===== src/sv/shf_pkg.sv =====
// Shared types, constants and the microcode table of the segment header framer.
package shf_pkg;

  localparam int MAX_SEGMENTS      = 16;
  localparam int MAX_SEGMENT_BYTES = 1024;
  localparam int SIZE_LIMIT        = (MAX_SEGMENT_BYTES < 1024) ? MAX_SEGMENT_BYTES : 1024;

  localparam logic [10:0] SIZE_MIN    = 11'd15;
  localparam logic [10:0] SIZE_MAX    = 11'(SIZE_LIMIT);
  localparam logic [4:0]  SEG_LIMIT   = 5'(MAX_SEGMENTS);
  localparam logic [10:0] HDR_BYTES   = 11'd14;
  localparam logic [10:0] SIZE_RESET  = 11'd1024;

  localparam logic [1:0] FUNC_PAYLOAD = 2'd0;
  localparam logic [1:0] FUNC_START   = 2'd1;
  localparam logic [1:0] FUNC_FINISH  = 2'd2;

  localparam logic [1:0] DSEL_CONST = 2'd0;
  localparam logic [1:0] DSEL_SEG   = 2'd1;
  localparam logic [1:0] DSEL_BYTE  = 2'd2;
  localparam logic [1:0] DSEL_COUNT = 2'd3;

  localparam logic [1:0] COND_NONE      = 2'd0;
  localparam logic [1:0] COND_END_START = 2'd1;
  localparam logic [1:0] COND_NEXT_SEG  = 2'd2;

  localparam logic [4:0] PC_HDR      = 5'd0;
  localparam logic [4:0] PC_HDR_LAST = 5'd13;
  localparam logic [4:0] PC_HDR_BYTE = 5'd14;
  localparam logic [4:0] PC_PAYLOAD  = 5'd15;
  localparam logic [4:0] PC_OVERFLOW = 5'd16;
  localparam logic [4:0] PC_FINISH   = 5'd17;
  localparam logic [4:0] PC_FIN_LAST = 5'd20;

  typedef struct packed {
    logic       off_lat;
    logic [3:0] off_c;
    logic [1:0] dsel;
    logic [7:0] dconst;
    logic       err;
    logic       fin;
    logic [1:0] cond;
    logic [4:0] jt;
  } shf_ctrl_t;

  function automatic shf_ctrl_t ucode(input logic [4:0] pc);
    shf_ctrl_t w;
    w = '0;
    w.off_c = pc[3:0];
    w.dsel = DSEL_CONST;
    unique case (pc)
      5'd0: w.dconst = 8'h6F;
      5'd1: w.dconst = 8'h70;
      5'd2: w.dconst = 8'h73;
      5'd3: w.dconst = 8'h70;
      5'd4: w.dconst = 8'h05;
      5'd5, 5'd6, 5'd7, 5'd8, 5'd9, 5'd11, 5'd12: w.dconst = 8'h00;
      5'd10: w.dsel = DSEL_SEG;
      PC_HDR_LAST: w.cond = COND_END_START;
      PC_HDR_BYTE: begin
        w.dsel = DSEL_BYTE;
        w.fin = 1'b1;
      end
      PC_PAYLOAD: begin
        w.off_lat = 1'b1;
        w.dsel = DSEL_BYTE;
        w.fin = 1'b1;
      end
      PC_OVERFLOW: begin
        w.off_c = 4'd0;
        w.err = 1'b1;
        w.fin = 1'b1;
      end
      PC_FINISH: begin
        w.off_c = 4'd6;
        w.dsel = DSEL_COUNT;
      end
      5'd18: w.off_c = 4'd7;
      5'd19: w.off_c = 4'd8;
      PC_FIN_LAST: begin
        w.off_c = 4'd9;
        w.cond = COND_NEXT_SEG;
        w.jt = PC_FINISH;
      end
      default: w = '0;
    endcase
    return w;
  endfunction

endpackage


===== src/sv/shf_if.sv =====
// Valid/ready channel interfaces for the input, result and configuration sides.
interface shf_in_if;
  logic       valid;
  logic       ready;
  logic [1:0] func;
  logic [7:0] payload_byte;
  modport source (output valid, output func, output payload_byte, input ready);
  modport sink (input valid, input func, input payload_byte, output ready);
endinterface

interface shf_out_if;
  logic       valid;
  logic       ready;
  logic [3:0] write_segment;
  logic [9:0] write_offset;
  logic [7:0] write_data;
  logic       overflow_error;
  logic       last_of_run;
  modport source (output valid, output write_segment, output write_offset, output write_data,
                  output overflow_error, output last_of_run, input ready);
  modport sink (input valid, input write_segment, input write_offset, input write_data,
                input overflow_error, input last_of_run, output ready);
endinterface

interface shf_cfg_if;
  logic        valid;
  logic        ready;
  logic [10:0] segment_size;
  modport source (output valid, output segment_size, input ready);
  modport sink (input valid, input segment_size, output ready);
endinterface


===== src/sv/shf_seq.sv =====
// Microcode sequencer: step counter, control word fetch and conditional jumps.
module shf_seq (
  input  logic              clk,
  input  logic              rst_n,
  input  logic              launch,
  input  logic [4:0]        launch_pc,
  input  logic              launch_start,
  input  logic              step,
  input  logic              seg_more,
  output logic              busy,
  output shf_pkg::shf_ctrl_t ctrl,
  output logic              last
);

  logic       busy_r, busy_nxt;
  logic [4:0] pc_r, pc_nxt;
  logic       start_mode_r, start_mode_nxt;
  logic       jump;

  assign ctrl = shf_pkg::ucode(pc_r);
  assign jump = (ctrl.cond == shf_pkg::COND_NEXT_SEG) && seg_more;
  assign last = ctrl.fin
             || ((ctrl.cond == shf_pkg::COND_END_START) && start_mode_r)
             || ((ctrl.cond == shf_pkg::COND_NEXT_SEG) && !seg_more);
  assign busy = busy_r;

  always_comb begin
    busy_nxt = busy_r;
    pc_nxt = pc_r;
    start_mode_nxt = start_mode_r;
    if (launch) begin
      busy_nxt = 1'b1;
      pc_nxt = launch_pc;
      start_mode_nxt = launch_start;
    end else if (step) begin
      priority if (last) begin
        busy_nxt = 1'b0;
      end else if (jump) begin
        pc_nxt = ctrl.jt;
      end else begin
        pc_nxt = pc_r + 5'd1;
      end
    end
  end

  always_ff @(posedge clk) begin
    if (!rst_n) begin
      busy_r <= 1'b0;
      pc_r <= '0;
      start_mode_r <= 1'b0;
    end else begin
      busy_r <= busy_nxt;
      pc_r <= pc_nxt;
      start_mode_r <= start_mode_nxt;
    end
  end

  a_pc_range: assert property (@(posedge clk) disable iff (!rst_n)
    busy_r |-> pc_r <= shf_pkg::PC_FIN_LAST)
    else $error("Sequencer step counter left the program.");

  a_launch_idle: assert property (@(posedge clk) disable iff (!rst_n)
    launch |-> !busy_r)
    else $error("Program launched while another one runs.");

endmodule


===== src/sv/segment_header_framer.sv =====
// Top level of the segment header framer: state, datapath and output register.
// A payload byte that fits, with the output slot free, shows its write in the next cycle.
// A byte that opens a segment yields 15 writes, start 14, finish 4 * (segments in use);
// these bursts keep the input stalled until the microcode sequencer issues the last write.
// A single write whose output slot is still held goes through the sequencer instead.
// Synchronous active-low reset: segment 0, offset 0, segment size 1024, no results pending.
module segment_header_framer (
  input logic         clk,
  input logic         rst_n,
  shf_in_if.sink      in_ch,
  shf_out_if.source   out_ch,
  shf_cfg_if.sink     cfg_ch
);

  logic [10:0] seg_size_r;
  logic [3:0]  cur_r, cur_nxt;
  logic [10:0] fill_r, fill_nxt;
  logic [3:0]  seg_r, seg_nxt;
  logic [7:0]  byte_r, byte_nxt;
  logic [9:0]  pay_off_r, pay_off_nxt;

  logic        out_valid_r, out_valid_nxt;
  logic [3:0]  out_seg_r, out_seg_nxt;
  logic [9:0]  out_off_r, out_off_nxt;
  logic [7:0]  out_data_r, out_data_nxt;
  logic        out_err_r, out_err_nxt;
  logic        out_last_r, out_last_nxt;

  logic [10:0] eff_size;
  logic        out_free;
  logic        acc;
  logic        fits;
  logic        room;
  logic [4:0]  cur_inc;

  logic        launch;
  logic [4:0]  launch_pc;
  logic        launch_start;
  logic        seq_busy;
  logic        seq_step;
  logic        seq_last;
  logic        seg_more;
  shf_pkg::shf_ctrl_t ctrl;

  logic [7:0]  step_data;
  logic [9:0]  step_off;

  always_comb begin
    priority if (seg_size_r < shf_pkg::SIZE_MIN) begin
      eff_size = shf_pkg::SIZE_MIN;
    end else if (seg_size_r > shf_pkg::SIZE_MAX) begin
      eff_size = shf_pkg::SIZE_MAX;
    end else begin
      eff_size = seg_size_r;
    end
  end

  assign cfg_ch.ready = 1'b1;
  assign in_ch.ready = !seq_busy;
  assign acc = in_ch.valid && in_ch.ready;
  assign out_free = !out_valid_r || out_ch.ready;
  assign seq_step = seq_busy && out_free;
  assign fits = fill_r < eff_size;
  assign cur_inc = {1'b0, cur_r} + 5'd1;
  assign room = cur_inc < shf_pkg::SEG_LIMIT;
  assign seg_more = seg_r != cur_r;

  shf_seq u_seq (
    .clk          (clk),
    .rst_n        (rst_n),
    .launch       (launch),
    .launch_pc    (launch_pc),
    .launch_start (launch_start),
    .step         (seq_step),
    .seg_more     (seg_more),
    .busy         (seq_busy),
    .ctrl         (ctrl),
    .last         (seq_last)
  );

  always_comb begin
    unique case (ctrl.dsel)
      shf_pkg::DSEL_CONST: step_data = ctrl.dconst;
      shf_pkg::DSEL_SEG:   step_data = {4'd0, seg_r};
      shf_pkg::DSEL_BYTE:  step_data = byte_r;
      shf_pkg::DSEL_COUNT: step_data = {3'd0, cur_inc};
      default:             step_data = 8'd0;
    endcase
    step_off = ctrl.off_lat ? pay_off_r : {6'd0, ctrl.off_c};
  end

  always_comb begin
    cur_nxt = cur_r;
    fill_nxt = fill_r;
    seg_nxt = seg_r;
    byte_nxt = byte_r;
    pay_off_nxt = pay_off_r;
    launch = 1'b0;
    launch_pc = shf_pkg::PC_HDR;
    launch_start = 1'b0;
    out_valid_nxt = out_valid_r && !out_ch.ready;
    out_seg_nxt = out_seg_r;
    out_off_nxt = out_off_r;
    out_data_nxt = out_data_r;
    out_err_nxt = out_err_r;
    out_last_nxt = out_last_r;

    if (seq_step) begin
      out_valid_nxt = 1'b1;
      out_seg_nxt = seg_r;
      out_off_nxt = step_off;
      out_data_nxt = step_data;
      out_err_nxt = ctrl.err;
      out_last_nxt = seq_last;
      if ((ctrl.cond == shf_pkg::COND_NEXT_SEG) && seg_more) begin
        seg_nxt = seg_r + 4'd1;
      end
    end

    if (acc) begin
      byte_nxt = in_ch.payload_byte;
      unique case (in_ch.func)
        shf_pkg::FUNC_PAYLOAD: begin
          priority if (fits) begin
            fill_nxt = fill_r + 11'd1;
            pay_off_nxt = fill_r[9:0];
            seg_nxt = cur_r;
            if (out_free) begin
              out_valid_nxt = 1'b1;
              out_seg_nxt = cur_r;
              out_off_nxt = fill_r[9:0];
              out_data_nxt = in_ch.payload_byte;
              out_err_nxt = 1'b0;
              out_last_nxt = 1'b1;
            end else begin
              launch = 1'b1;
              launch_pc = shf_pkg::PC_PAYLOAD;
            end
          end else if (room) begin
            cur_nxt = cur_inc[3:0];
            seg_nxt = cur_inc[3:0];
            fill_nxt = shf_pkg::HDR_BYTES + 11'd1;
            launch = 1'b1;
            launch_pc = shf_pkg::PC_HDR;
          end else begin
            seg_nxt = cur_r;
            if (out_free) begin
              out_valid_nxt = 1'b1;
              out_seg_nxt = cur_r;
              out_off_nxt = 10'd0;
              out_data_nxt = 8'd0;
              out_err_nxt = 1'b1;
              out_last_nxt = 1'b1;
            end else begin
              launch = 1'b1;
              launch_pc = shf_pkg::PC_OVERFLOW;
            end
          end
        end
        shf_pkg::FUNC_START: begin
          cur_nxt = 4'd0;
          seg_nxt = 4'd0;
          fill_nxt = shf_pkg::HDR_BYTES;
          launch = 1'b1;
          launch_pc = shf_pkg::PC_HDR;
          launch_start = 1'b1;
        end
        shf_pkg::FUNC_FINISH: begin
          seg_nxt = 4'd0;
          launch = 1'b1;
          launch_pc = shf_pkg::PC_FINISH;
        end
        default: ;
      endcase
    end
  end

  always_ff @(posedge clk) begin
    if (!rst_n) begin
      seg_size_r <= shf_pkg::SIZE_RESET;
      cur_r <= 4'd0;
      fill_r <= 11'd0;
      out_valid_r <= 1'b0;
    end else begin
      if (cfg_ch.valid && cfg_ch.ready) begin
        seg_size_r <= cfg_ch.segment_size;
      end
      cur_r <= cur_nxt;
      fill_r <= fill_nxt;
      out_valid_r <= out_valid_nxt;
    end
  end

  always_ff @(posedge clk) begin
    seg_r <= seg_nxt;
    byte_r <= byte_nxt;
    pay_off_r <= pay_off_nxt;
    out_seg_r <= out_seg_nxt;
    out_off_r <= out_off_nxt;
    out_data_r <= out_data_nxt;
    out_err_r <= out_err_nxt;
    out_last_r <= out_last_nxt;
  end

  assign out_ch.valid = out_valid_r;
  assign out_ch.write_segment = out_seg_r;
  assign out_ch.write_offset = out_off_r;
  assign out_ch.write_data = out_data_r;
  assign out_ch.overflow_error = out_err_r;
  assign out_ch.last_of_run = out_last_r;

  a_fill_bound: assert property (@(posedge clk) disable iff (!rst_n)
    fill_r <= 11'd1024)
    else $error("Fill offset ran past the largest segment.");

  a_ovf_zero: assert property (@(posedge clk) disable iff (!rst_n)
    out_valid_r && out_err_r |-> out_off_r == 10'd0 && out_data_r == 8'd0 && out_last_r)
    else $error("Dropped byte reported with a nonzero write.");

  a_burst_stalls: assert property (@(posedge clk) disable iff (!rst_n)
    acc && (in_ch.func == shf_pkg::FUNC_START || in_ch.func == shf_pkg::FUNC_FINISH)
    |=> seq_busy && !in_ch.ready)
    else $error("Start or finish did not hold off the next transfer.");

  a_out_hold: assert property (@(posedge clk) disable iff (!rst_n)
    out_valid_r && !out_ch.ready |=> out_valid_r
      && $stable({out_seg_r, out_off_r, out_data_r, out_err_r, out_last_r}))
    else $error("Pending write changed before its transfer.");

endmodule

===== src/flat_wrapper.sv =====
// flat-port wrapper written by rule: the top's interface ports become plain ports
module segment_header_framer_flat 
  (clk, rst_n, in_ch_valid, in_ch_func, in_ch_payload_byte, in_ch_ready, out_ch_valid, out_ch_write_segment, out_ch_write_offset, out_ch_write_data, out_ch_overflow_error, out_ch_last_of_run, out_ch_ready, cfg_ch_valid, cfg_ch_segment_size, cfg_ch_ready);
  shf_in_if in_ch_i ();
  shf_out_if out_ch_i ();
  shf_cfg_if cfg_ch_i ();
  input logic clk;
  input logic rst_n;
  input wire logic [$bits(in_ch_i.valid)-1:0] in_ch_valid;
  input wire logic [$bits(in_ch_i.func)-1:0] in_ch_func;
  input wire logic [$bits(in_ch_i.payload_byte)-1:0] in_ch_payload_byte;
  output wire logic [$bits(in_ch_i.ready)-1:0] in_ch_ready;
  output wire logic [$bits(out_ch_i.valid)-1:0] out_ch_valid;
  output wire logic [$bits(out_ch_i.write_segment)-1:0] out_ch_write_segment;
  output wire logic [$bits(out_ch_i.write_offset)-1:0] out_ch_write_offset;
  output wire logic [$bits(out_ch_i.write_data)-1:0] out_ch_write_data;
  output wire logic [$bits(out_ch_i.overflow_error)-1:0] out_ch_overflow_error;
  output wire logic [$bits(out_ch_i.last_of_run)-1:0] out_ch_last_of_run;
  input wire logic [$bits(out_ch_i.ready)-1:0] out_ch_ready;
  input wire logic [$bits(cfg_ch_i.valid)-1:0] cfg_ch_valid;
  input wire logic [$bits(cfg_ch_i.segment_size)-1:0] cfg_ch_segment_size;
  output wire logic [$bits(cfg_ch_i.ready)-1:0] cfg_ch_ready;
  assign in_ch_i.valid = in_ch_valid;
  assign in_ch_i.func = in_ch_func;
  assign in_ch_i.payload_byte = in_ch_payload_byte;
  assign in_ch_ready = in_ch_i.ready;
  assign out_ch_valid = out_ch_i.valid;
  assign out_ch_write_segment = out_ch_i.write_segment;
  assign out_ch_write_offset = out_ch_i.write_offset;
  assign out_ch_write_data = out_ch_i.write_data;
  assign out_ch_overflow_error = out_ch_i.overflow_error;
  assign out_ch_last_of_run = out_ch_i.last_of_run;
  assign out_ch_i.ready = out_ch_ready;
  assign cfg_ch_i.valid = cfg_ch_valid;
  assign cfg_ch_i.segment_size = cfg_ch_segment_size;
  assign cfg_ch_ready = cfg_ch_i.ready;
  segment_header_framer u_core (.clk(clk), .rst_n(rst_n), .in_ch(in_ch_i), .out_ch(out_ch_i), .cfg_ch(cfg_ch_i));
endmodule

===== config.mk =====
export PLATFORM = sky130hd
export DESIGN_NAME = segment_header_framer_flat
export DESIGN_NICKNAME = d
export VERILOG_FILES = /design/src/sv/shf_pkg.sv /design/src/sv/shf_if.sv /design/src/sv/shf_seq.sv /design/src/sv/segment_header_framer.sv /design/src/flat_wrapper.sv
export SDC_FILE = /design/constraint.sdc
export NUM_CORES = 1
export LEC_CHECK = 0
export ABC_CLOCK_PERIOD_IN_PS = 2900
export BUFFER_PORTS_ARGS = -buffer_cell sky130_fd_sc_hd__buf_2
export CAP_MARGIN = 20
export CORE_MARGIN = 1
export CORE_UTILIZATION = 49
export DETAILED_ROUTE_END_ITERATION = 12
export GPL_TIMING_DRIVEN = 0
export HOLD_SLACK_MARGIN = 0.12
export MAX_ROUTING_LAYER = met4
export PLACE_DENSITY_LB_ADDON = 0.25
export SYNTH_ARGS = -nofsm -noshare
export SYNTH_HDL_FRONTEND = slang
export SYNTH_SLANG_ARGS = --single-unit
export TNS_END_PERCENT = 50

===== constraint.sdc =====
create_clock -name clk -period 2.9 [get_ports clk]
set_input_delay 0.58 -clock clk [delete_from_list [all_inputs] [get_ports clk]]
set_output_delay 0.58 -clock clk [all_outputs]
set_load 0.05 [all_outputs]

==> impl_metrics.json, run 1 <==
{
  "antenna_left": 0,
  "timing.critical_path.from_type": "register",
  "detailedRoute.firstIterationViolations": 346,
  "post_synth_instance_area_um2": 4580,
  "timing.critical_path.max_delay_family": "simple AND/OR/NAND/NOR gates",
  "required_ps": 3130,
  "wire_length_of_the_first_global_routing_pass_mm": 21.0,
  "pwr-share-seq_pct": 41.6,
  "power_per_cell_area_nw_per_um2": 569,
  "asyncSetResetFlopFracSynth_pct": 0,
  "sequential_area_share_after_synthesis_pct": 38.9,
  "drv_cap": 0,
  "synthCells": 506,
  "peakVddDrop_uv": 387,
  "count_of_flip_flops_with_a_built_in_enable_after_synthesis": 18,
  "rsz0062_at_grt": "yes",
  "postRouteWirelength_mm": 13.3,
  "clock_tree.htree_level_count": 3,
  "cts_root_buf": "clkbuf_8",
  "crit_path_cell_trace": "or4_4 -> nor3_4 -> nand2_1 -> nand2_2 -> nand2_2 -> ha_4 -> nand2_4 -> o211a_1 -> o21a_1 -> buf_6 -> a31o_1 -> buf_6 -> a2111oi_4 -> nor3_2",
  "design.portCount": 53,
  "flow.area_growth_from_synthesis_pct": 25.4,
  "cellLeakagePower_nw": 2.24,
  "p_sw_share_pct": 39.2,
  "area_of_the_die_um2": 9740,
  "path_max_fanout": 8,
  "chipHeight_um": 98.7,
  "post-place-cells": 665,
  "number_of_placement_rows": 34,
  "ys.warnings.count": 0,
  "grt.total_usage_pct": 28.4,
  "setup.worst_path.class": "register to register",
  "grt_start_max_net_pins": 16,
  "diodes": 0,
  "die_w_um": 98.7,
  "drive_above_1_share_pct": 29.8,
  "final-hold-violation-count": 0,
  "fmaxAchievable_ghz": 0.319,
  "placed_cell_area_um2": 5040,
  "synth_flop_cell": "dfxtp_1",
  "postLayoutCellArea_um2": 5740,
  "drt_first_pass_iters": 6,
  "p_switching_w": 0.00128,
  "share_comb_of_total_power_pct": 33.8,
  "nNetsFinal": 643,
  "crit_path_max_incr_delay_ps": 550,
  "detailedPlacementHpwl_mm": 9.11,
  "relSlewSlack_pct": 15.3,
  "post_drt_via_cell_ratio": 6.30,
  "globalplace.congestion": 0.906,
  "pwr-share-clk_pct": 24.6,
  "synth_cell_types": 79,
  "min-delay-path-class": "primary input to register",
  "cts_num_sinks": 80,
  "cp.buffers_inverters": 2,
  "violations": "setup timing",
  "cp_slowest_cell": "or4_4",
  "via_count": 4461,
  "latest_clock_arrival_within_the_worst_skew_pair_ps": 370,
  "finalCriticalPeriod_ps": 3130,
  "port_buffers": 51,
  "start_util_pct": 51.5,
  "max_slew.worst_pin.slew_ps": 1260,
  "final_max_slew_viol_count": 0,
  "postLayoutSetupSlackWorst_ps": -233,
  "antenna_found_initial": 0,
  "intPower_w": 0.00199,
  "report.final.setup_viol": 60,
  "post-route-util_pct": 64.6,
  "cts_buffers": 9,
  "holdWs_ps": 398,
  "post-route-drc-count": 0,
  "end_kind": "register",
  "synth-seq-cells": 80,
  "clock_transition_time_at_the_flip_flop_clock_pins_of_the_worst_setup_and_hold_paths_ps": 90,
  "outcome": "finished, violations left",
  "hold_buf_cts": 0,
  "period_share_pct": 108,
  "vias_in_the_first_global_route": 4282,
  "cts_tree": "built",
  "core_region_area_um2": 8890,
  "number_of_buffers_on_the_longest_clock_path": 2,
  "syn_nets": 554,
  "final_clock_skew_ps": 8.67,
  "final_cell_count_no_fill": 708,
  "grt_remaining_overflow": 0,
  "syn-mean-instance-area_um2": 9.06,
  "worstPathArrival_ps": 3360,
  "post_drt_wl_per_cell_um": 18.8
}
==> power groups by stage <==
stage / Sequential [W] / Clock (W) / Combinational [W]
after floorplan: 0.00170 / 0 / 0.000412
after detailed placement: 0.00138 / 0 / 0.000963
after global placement: 0.00138 / 0 / 0.000948
after global routing: 0.00137 / 0.000848 / 0.00117
final: 0.00136 / 0.000805 / 0.00111
after CTS: 0.00136 / 0.000809 / 0.00104
==> layout by cell type, fill, tap and decap left out, drive strengths merged, types with 12 or more instances in the layout <==
cell | synthesis | layout
buf | 11 | 85
dfxtp | 62 | 62
nand2 | 51 | 51
o21ai | 41 | 41
nor2 | 35 | 36
clkbuf | 19 | 30
a21oi | 29 | 29
ha | 22 | 22
inv | 17 | 21
nor3 | 20 | 20
edfxtp | 18 | 18
and3 | 17 | 17
mux2i | 15 | 15
nand3 | 12 | 12
==> cell usage after synthesis, drive strengths merged (4+ instances only) <==
cell / count / area [µm²]
nand4: 7 / 50.1
inv: 17 / 63.8
dfxtp: 62 / 1240
buf: 11 / 63.8
o21ai: 41 / 220
a21oi: 29 / 160
a22o: 6 / 52.6
a211oi: 8 / 70.1
nand2: 51 / 191
ha: 22 / 275
o221a: 8 / 98.9
o211ai: 5 / 37.5
xor2: 7 / 61.3
and3: 17 / 106
o32ai: 4 / 42.6
a32o: 4 / 40.0
nand3: 12 / 60.1
a221oi: 4 / 35.0
o21a: 6 / 45.0
nor2b: 5 / 31.3
or3: 5 / 31.3
clkbuf: 19 / 72.6
nor2: 35 / 141
o31ai: 6 / 45.0
nor3: 20 / 133
a31oi: 6 / 37.5
mux2i: 15 / 150
edfxtp: 18 / 541
==> layout make-up <==
cell class,instances,area [µm²]
Buffer,30,155
Clock buffer,10,138
Clock inverter,6,48.8
Fill cell,752,3150
Inverter,18,70.1
Multi-Input combinational cell,380,2920
Sequential cell,80,1790
Tap cell,108,135
Timing Repair Buffer,75,489
Timing Repair inverter,1,7.51
==> flip-flops by register name, summed over array words and instances, names as in the netlist, 4 cells and up <==
signal and cells:
u_core.seg_r 4, u_core.u_seq.pc_r 5, u_core.out_ch.write_data 8, u_core.seg_size_r 11, u_core.cur_r 4, u_core.pay_off_r 10
u_core.byte_r 8, u_core.out_ch.write_segment 4, u_core.out_ch.write_offset 10, u_core.fill_r 11
==> metrics by stage <==
step | total power, W | TNS (ps) | setup slack (ps)
after floorplan | 0.00211 | -395 | -52.9
after global placement | 0.00232 | -12820 | -361
after detailed placement | 0.00234 | -16700 | -431
after CTS | 0.00321 | -6050 | -241
after global routing | 0.00340 | -15340 | -384
final | 0.00327 | -6890 | -233
==> path summary, 6_finish.rpt <==
path | start | endpoint | slack, ps | cells past startpoint
worst max register to register | u_core.seg_size_r[9] | u_core.u_seq.pc_r[2] | -230 | 14
worst max-delay path | u_core.seg_size_r[9] | u_core.u_seq.pc_r[2] | -230 | 14
worst min register to register | u_core.out_ch.overflow_error | u_core.out_ch.overflow_error | 480 | 1
worst min-delay path | in_ch_payload_byte[4] | u_core.byte_r[4] | 400 | 1
==> per-layer routing <==
layer	routed length, µm	vias up	global-route usage [%]
met4	380	0	12.3
li1	-	2088	-
met3	1030	38	5.60
met5	0	-	-
met1	5600	2114	34.1
met2	6310	221	46.7
==> timing repair <==
action | 4_1_cts | 5_1_grt
gates cloned | 4 | 1
pin swaps | 33 | 23
endpoints found under the setup margin | 61 | 61
setup buffers | 18 | 4
resized for setup | 43 | 27
==> cells by family after synthesis <==
kind of cell,count (synthesis),share of synthesized area (%)
mux,18,4.01
buf+inv,48,4.45
compound gates,158,25.6
simple gates,169,19.0
xor+xnor,10,1.91
other cells,1,0.0818
flops,80,38.9
fa+ha+maj,22,6.01
Power figures use the tool's default switching activity.
==> run 2: changes to the inputs <==
CTS_CLUSTER_SIZE = 25   (was unset)
SKIP_CTS_REPAIR_TIMING = 1   (was unset)
==> run 2 against run 1 <==
  * The flow still finishes with violations (setup timing)
  * Flip-flop and latch count unchanged
  * First-iteration DRC count decreased by 24%
  * Sequential share of layout area increased by 0.66 points
==> impl_metrics.json, run 2 (synthesis gave the netlist of run 1 again) <==
{
  "crit_path_cell_trace": "or4_4 -> nor3_4 -> nand2_1 -> nand2_2 -> nand2_2 -> ha_4 -> nand2_4 -> o211a_1 -> o21a_1 -> buf_6 -> a31o_1 -> buf_6 -> a311oi_1 -> a211oi_2",
  "postRouteWirelength_mm": 13.0,
  "timing.critical_path.from_type": "register",
  "cts_buffers": 9,
  "grt_start_max_net_pins": 16,
  "wl_met1_mm": 5.63,
  "antenna_left": 0,
  "min-delay-path-class": "primary input to register",
  "post-route-util_pct": 63.2,
  "cellLeakagePower_nw": 2.22,
  "post-route-drc-count": 0,
  "antenna_found_initial": 0,
  "number_of_placement_rows": 34,
  "violations": "setup timing",
  "cts_num_sinks": 80,
  "latest_clock_arrival_within_the_worst_skew_pair_ps": 370,
  "holdWs_ps": 399,
  "globalplace.congestion": 0.906,
  "via_count": 4414,
  "post_drt_via_cell_ratio": 6.28,
  "power.total_w": 0.00323,
  "drt_first_pass_iters": 5,
  "grt_remaining_overflow": 0,
  "required_ps": 3120,
  "worstPathArrival_ps": 3420,
  "postLayoutSetupSlackWorst_ps": -296,
  "final_max_slew_viol_count": 0,
  "multi_input_area_um2": 2840,
  "detailedRoute.firstIterationViolations": 263,
  "chipHeight_um": 98.7,
  "finalCriticalPeriod_ps": 3200,
  "met2RoutedLength_mm": 6.11,
  "relSlewSlack_pct": 8.21,
  "design.portCount": 53,
  "peakVddDrop_uv": 386,
  "period_share_pct": 110,
  "cp.buffers_inverters": 2,
  "ff2ff_setup_slack_ps": -300,
  "port_buffers": 51,
  "path_max_fanout": 9,
  "post-place-cells": 665,
  "reg_top3": "u_core.fill_r x11, u_core.seg_size_r x11",
  "end_kind": "register",
  "clock_tree.htree_level_count": 3,
  "setup.worst_path.class": "register to register",
  "cts_root_buf": "clkbuf_8",
  "wire_length_of_the_first_global_routing_pass_mm": 19.6,
  "area_of_the_die_um2": 9740,
  "rsz0062_at_grt": "yes",
  "detailedPlacementHpwl_mm": 9.11,
  "crit_path_max_incr_delay_ps": 560,
  "nNetsFinal": 638,
  "number_of_buffers_on_the_longest_clock_path": 2,
  "pre_cts_slack_ps": -431,
  "start_util_pct": 51.5,
  "timing.critical_path.max_delay_family": "simple AND/OR/NAND/NOR gates",
  "drv_cap": 0,
  "max_slew.worst_pin.slew_ps": 1370,
  "final_clock_skew_ps": 9.98,
  "final-seq-area_um2": 1780,
  "outcome": "finished, violations left",
  "filler_cell_count": 766,
  "fmaxAchievable_ghz": 0.313,
  "final-hold-violation-count": 0,
  "diodes": 0,
  "drive_above_1_share_pct": 27.6,
  "clock_transition_time_at_the_flip_flop_clock_pins_of_the_worst_setup_and_hold_paths_ps": 90,
  "layout.cells.most_common": "dfxtp_1",
  "cp_slowest_cell": "or4_4",
  "routed-wl-met3_um": 934,
  "die_w_um": 98.7,
  "cts_tree": "built",
  "post_drt_wl_per_cell_um": 18.5,
  "flow.area_growth_from_synthesis_pct": 22.7,
  "core_region_area_um2": 8890,
  "final_cell_count_no_fill": 703,
  "dr.max_layer_used": "met4",
  "grt.total_usage_pct": 26.4,
  "power_per_cell_area_nw_per_um2": 574,
  "vias_in_the_first_global_route": 4035,
  "report.final.setup_viol": 60,
  "top_library_cells_by_usage_in_the_layout_fill_and_taps_aside": "dfxtp_1, buf_2, nand2_1"
}
## run 2: cell count changes in the layout (fill, tap and decap cells not counted), sizes merged
cell and change:
clkinv +1, clkbuf -1, o221ai -1, clkinvlp -1
buf -3
## run 2: stage by stage
stage / TNS, ps / area [µm²]
floorplan: -395 / 4650
global placement: -12820 / 5040
detailed placement: -16700 / 5040
CTS: -18060 / 5220
global route: -21510 / 5620
finish: -12900 / 5620
## run 2: final timing paths
check,startpoint,to,depth (start not counted)
hold / removal,in_ch_payload_byte[4],u_core.byte_r[4],1
setup / recovery,u_core.seg_size_r[9],u_core.u_seq.pc_r[4],14
setup reg to reg,u_core.seg_size_r[9],u_core.u_seq.pc_r[4],14
hold reg to reg,u_core.out_ch.overflow_error,u_core.out_ch.overflow_error,1
## run 2: layout make-up
cell class                      count  share of cell area (%)
Clock buffer                       10                    2.45
Multi-Input combinational cell    379                    50.5
Buffer                             30                    2.72
Clock inverter                      6                   0.868
Timing Repair inverter              1                   0.200
Sequential cell                    80                    31.7
Tap cell                          108                    2.40
Timing Repair Buffer               71                    7.79
Inverter                           18                    1.29
## run 2: report_power, final
part | switching (W) | leakage, nW | internal [W]
logic | 0.000716 | 1.44 | 0.000350
clock network | 0.000458 | 0.0981 | 0.000347
registers | 0.0000855 | 0.677 | 0.00127
total | 0.00126 | 2.22 | 0.00197
## run 2: metal layers
layer | GRT usage, % | up-vias
li1 | - | 2081
met1 | 32.9 | 2109
met2 | 41.5 | 190
met3 | 5.46 | 34
met4 | 11.7 | 0
met5 | - | -
